## src/hw/rtl/fde_ram.sv

```systemverilog
// generic single write port, single read port ram with registered read data
// no dependencies
`default_nettype none

module fde_ram #(
  parameter int Width = 8,
  parameter int Depth = 16
) (
  input  wire                      clk_i,
  input  wire                      we_i,
  input  wire  [$clog2(Depth)-1:0] waddr_i,
  input  wire  [Width-1:0]         wdata_i,
  input  wire                      re_i,
  input  wire  [$clog2(Depth)-1:0] raddr_i,
  output logic [Width-1:0]         rdata_o
);

  logic [Width-1:0] mem [Depth];

  always_ff @(posedge clk_i) begin
    if (we_i) begin
      mem[waddr_i] <= wdata_i;
    end
    if (re_i) begin
      rdata_o <= mem[raddr_i];
    end
  end

endmodule

`default_nettype wire

```

## config.mk

```make
export PLATFORM = sky130hd
export DESIGN_NAME = fde_ram
export DESIGN_NICKNAME = d
export VERILOG_FILES = /design/src/hw/rtl/fde_ram.sv
export SDC_FILE = /design/constraint.sdc
export NUM_CORES = 1
export LEC_CHECK = 0
export ABC_AREA = 1
export BUFFER_PORTS_ARGS = -buffer_cell sky130_fd_sc_hd__buf_2
export CAP_MARGIN = 40
export CELL_PAD_IN_SITES_DETAIL_PLACEMENT = 1
export CELL_PAD_IN_SITES_GLOBAL_PLACEMENT = 1
export CORE_ASPECT_RATIO = 0.9
export CORE_MARGIN = 10
export CORE_UTILIZATION = 30
export DETAILED_ROUTE_END_ITERATION = 16
export PLACE_DENSITY_LB_ADDON = 0.1
export SLEW_MARGIN = 15
export SYNTH_ARGS = -nofsm -noshare
export SYNTH_HDL_FRONTEND = slang
export SYNTH_SLANG_ARGS = --single-unit
```

## constraint.sdc

```tcl
create_clock -name clk_i -period 1.45 [get_ports clk_i]
set_input_delay 0.29 -clock clk_i [delete_from_list [all_inputs] [get_ports clk_i]]
set_output_delay 0.29 -clock clk_i [all_outputs]
set_load 0.05 [all_outputs]
```

## Word-level counts from Yosys, hierarchy flattened

Memory sizes are Yosys's and may differ from the RTL's. A register that Yosys moved wholly into a read port is not among the register bits.
Index checks and enable logic that the tools add are counted.

- Register bits after elaboration: 0
- Memory bits (writable): 128
- Input bits: 19
- Word-level logic and storage cells: 3
- Memories kept: 1

Memory list:

| name | depth | bits a word | read ports | clocked after memory_dff | wr ports | RTL line | source |
|---|---|---|---|---|---|---|---|
| mem | 16 | 8 | 1 | 1 | 1 | 18 | `logic [Width-1:0] mem [Depth];` |

- Muxes and demuxes: 2

Operator list:

| operator | number |
|---|---|
| $mux 1 | 2 |

## Logic depth before layout (Yosys ltp)

- Word-level depth: 2
- Mapped depth: 8
- Depth with buffers taken out: 7

## Worst setup path after synthesis

Ideal clock, no wire load.

- Path kind: input to register
- From: input waddr_i[2]
- To: memory mem[10][0] (enable)
- Library setup time: 0.370 ns
- Arrival time: 0.871 ns
- Data required time: 1.080 ns
- Path slack: 0.209 ns
- Stages: 2
- Path through: nand3b_1 > nor2_1

RTL lines:

| element | RTL line | source |
|---|---|---|
| start, declared | 11 | `input wire [$clog2(Depth)-1:0] waddr_i,` |
| end, declared | 18 |  |

Straight into the memory's write port.

## Worst setup path in the final report

- From: register rdata_o[6], read port of mem
- To: output rdata_o[6]

RTL lines:

| element | RTL line | source |
|---|---|---|
| start, declared | 15 | `output logic [Width-1:0] rdata_o` |

No word-level cell between the ends.

==> reports/qor.csv <==
stage,metric,value,unit
power_and_ir_drop,Max VDD drop,0.0007303,V
synth,synth unique cells,11,
drt,antenna violation net count after detailed routing,0,
clocking,cells resized by post-CTS repair,0,
drt,WL final,16220,µm
timing,Clock Skews,0.006096,ns
clocking,"CTS clk-pin slew, worst paths",0.06,ns
die,IO Count,27,
timing,final worst slack,0.09227,ns
placement,Final GP Congestion,0.7749,
synth,Synth area leaders,"edfxtp_1 70%, nand2_1 11%, nand3_1 8.3%, inv_1 6.4%, buf_6 1.2%",
power_and_ir_drop,NetSw,2.094,mW
layout,Layout Nets,627,
timing,final worst path period need,1.358,ns
power_and_ir_drop,Gate power share,0.073,
clocking,htree depth,4,
timing,Peak Freq,0.7365,GHz
synth,Yosys warning total,0,
power_and_ir_drop,Sw Share,0.2231,
drt,router iterations before antenna repair,4,
grt,All-Layer GR Usage,0.1300,
layout,total inserted antenna cells,0,
clocking,root buffer cell,clkbuf_16,
synth,"Seq/Total Area, Yosys",0.6985,
synth,adder-cell share of the synthesized area,0,
synth,Mapped Area,5847,µm²
clocking,Skew-Pair Late Insertion Delay,0.42,ns
setup_path,CP startpoint kind,flop,
flow_run,max_cap viols,0,
die,Die Y,152.4,µm
drt,DRC,0,
setup_path,Worst EP required,1.16,ns
layout,Synth-to-Final Area Change,20.76,%
clocking,CTS Buf Count,17,
placement,Placement Setup Slack,-0.1247,ns
grt,antenna violations before repair,0,
die,Die W,167.2,µm
setup_path,Setup Crit Path Kind,flop to output port,
power_and_ir_drop,Pint,7.292,mW
timing,Slew @ Worst Pin,0.4256,ns
timing,unrepaired setup endpoints after global routing,false,
synth,Synth Register Bits,136,
synth,post-synthesis instance total,551,
setup_path,Crit path max-delay family,flip-flops,
setup_path,cells on worst reg2reg path,6,
power_and_ir_drop,leakage power,3.028,nW
grt,first-pass GRT wire length,25020,µm
clocking,postcts setup bufs,0,
layout,proportion of layout cells with a drive suffix above 1,0.1452,
timing,Final Max Tran Viols,0,
status,status,"complete, no violations",
die,Core ar.,19160,µm²
synth,Synth Area in Compound Gates,0,
power_and_ir_drop,pwr dens,1329,nW/µm²
power_and_ir_drop,sequential power share,0.474,
setup_path,worst path arrival time,1.07,ns
drt,Routed WL per cell,18.64,µm
die,Std-Cell Rows,48,
clocking,sinks on the clock net,136,
power_and_ir_drop,clock power share,0.453,
drt,initial DRC count,202,
die,effective utilization at floorplan,0.3052,
grt,vias in the first global route,4212,
timing,max_slew headroom,0.7163,
setup_path,crit-path cells,buf_2,
setup_path,CP max stage delay,0.37,ns
grt,largest net degree at the start of global routing,46,
clocking,CTS tree,built,
min_path,hold path cells,1,
synth,biggest area consumer among synthesized cells,edfxtp_1,
synth,main combinational cell family by area after synthesis,simple AND/OR/NAND/NOR gates,
synth,Syn Area/Cell,10.61,µm²
placement,detailed placement HPWL,10430,µm
timing,final setup violation count,0,
setup_path,CP bufs+invs,1,
timing,crit share post-route,0.9364,
setup_path,WP depth,1,
die,die area,25480,µm²
setup_path,crit path max-delay cell type,edfxtp_1,
drt,via/cell ratio,4.449,
grt,grt total ovfl,0,
synth,Syn Nets,570,
min_path,worst hold path class,input pin to flop,
synth,post-synth top area share,0.6985,
setup_path,crit-path max FO,1,
synth,post-synthesis mux area share,0,
layout,fin util,0.3685,
placement,IO Port Bufs,26,
drt,vias,3871,
setup_path,crit path capture type,output port,
clocking,"Hold-fix buffers, CTS",0,
clocking,clk buf depth,2,
synth,Simple-Gate Fraction of Synth Area,0.2076,
synth,xor and xnor area share after synthesis,0,
timing,"Hold Vio Cnt, Final",0,
registers in the layout, summed over array words and instances, names as in the netlist:
name and cells:
mem 128, rdata_o 8
synthesized netlist by cell type:
master,count
buf_4,4
buf_2,13
edfxtp_1,136
nand3_1,97
nand3b_1,2
nand2_1,173
buf_1,1
buf_6,6
nor2_1,17
inv_1,100
inv_2,2
routing by layer:
layer,share of wire,track usage,vias to the layer above
li1,-,-,1893
met1,0.49,0.1742,1915
met2,0.47,0.2040,52
met3,0.030,0.02862,11
met4,0.010,0.04184,0
met5,0,0,-
placed cells by master (no fill, tap or decap), drive strengths merged:
cell type  synthesis  layout
clkinv             0       8
bufinv             0       3
clkinvlp           0       1
edfxtp           136     136
clkbuf             0      19
inv              102     102
nand3             97      97
nand3b             2       2
nor2              17      17
nand2            173     173
buf               24      62
power groups by stage:
stage | Clock (mW) | Combinational, mW | Sequential [mW]
floorplan | 0 | 0.310 | 4.60
global placement | 0 | 0.691 | 4.53
detailed placement | 0 | 0.699 | 4.54
CTS | 4.34 | 0.701 | 4.45
global route | 4.53 | 0.759 | 4.46
finish | 4.25 | 0.682 | 4.45
path summary, 6_finish.rpt:
path	from	end	slack, ns
setup / recovery	rdata_o[6]$_DFFE_PP_	rdata_o[6]	0.09
hold / removal	re_i	rdata_o[1]$_DFFE_PP_	0.25
setup reg to reg	mem[0][5]$_DFFE_PP_	rdata_o[5]$_DFFE_PP_	0.25
hold reg to reg	mem[14][4]$_DFFE_PP_	rdata_o[4]$_DFFE_PP_	0.74
kinds of logic (layout without fill, tap and decap cells):
group | count (synthesis) | count (layout)
simple gates | 289 | 289
buf+inv | 126 | 195
flops | 136 | 136
layout make-up:
| cell class | instances | area (µm²) |
|---|---|---|
| Clock buffer | 19 | 432.9 |
| Clock inverter | 12 | 133.9 |
| Fill cell | 2154 | 12100 |
| Inverter | 102 | 382.9 |
| Multi-Input combinational cell | 289 | 1214 |
| Sequential cell | 136 | 4084 |
| Tap cell | 250 | 312.8 |
| Timing Repair Buffer | 62 | 500.5 |
per-stage QoR:
stage | instance area, µm² | setup TNS, ns | hold slack, ns | cells | power (mW)
finish | 7061 | 0 | 0.2470 | 870 | 9.386
global route | 7061 | 0 | 0.2388 | 870 | 9.746
CTS | 7061 | 0 | 0.2376 | 870 | 9.499
detailed placement | 6494 | -0.5476 | 0.6783 | 839 | 5.235
global placement | 6494 | -0.3674 | 0.6727 | 839 | 5.224
floorplan | 5847 | 0 | 0.3889 | 551 | 4.909
Power figures use the tool's default switching activity.
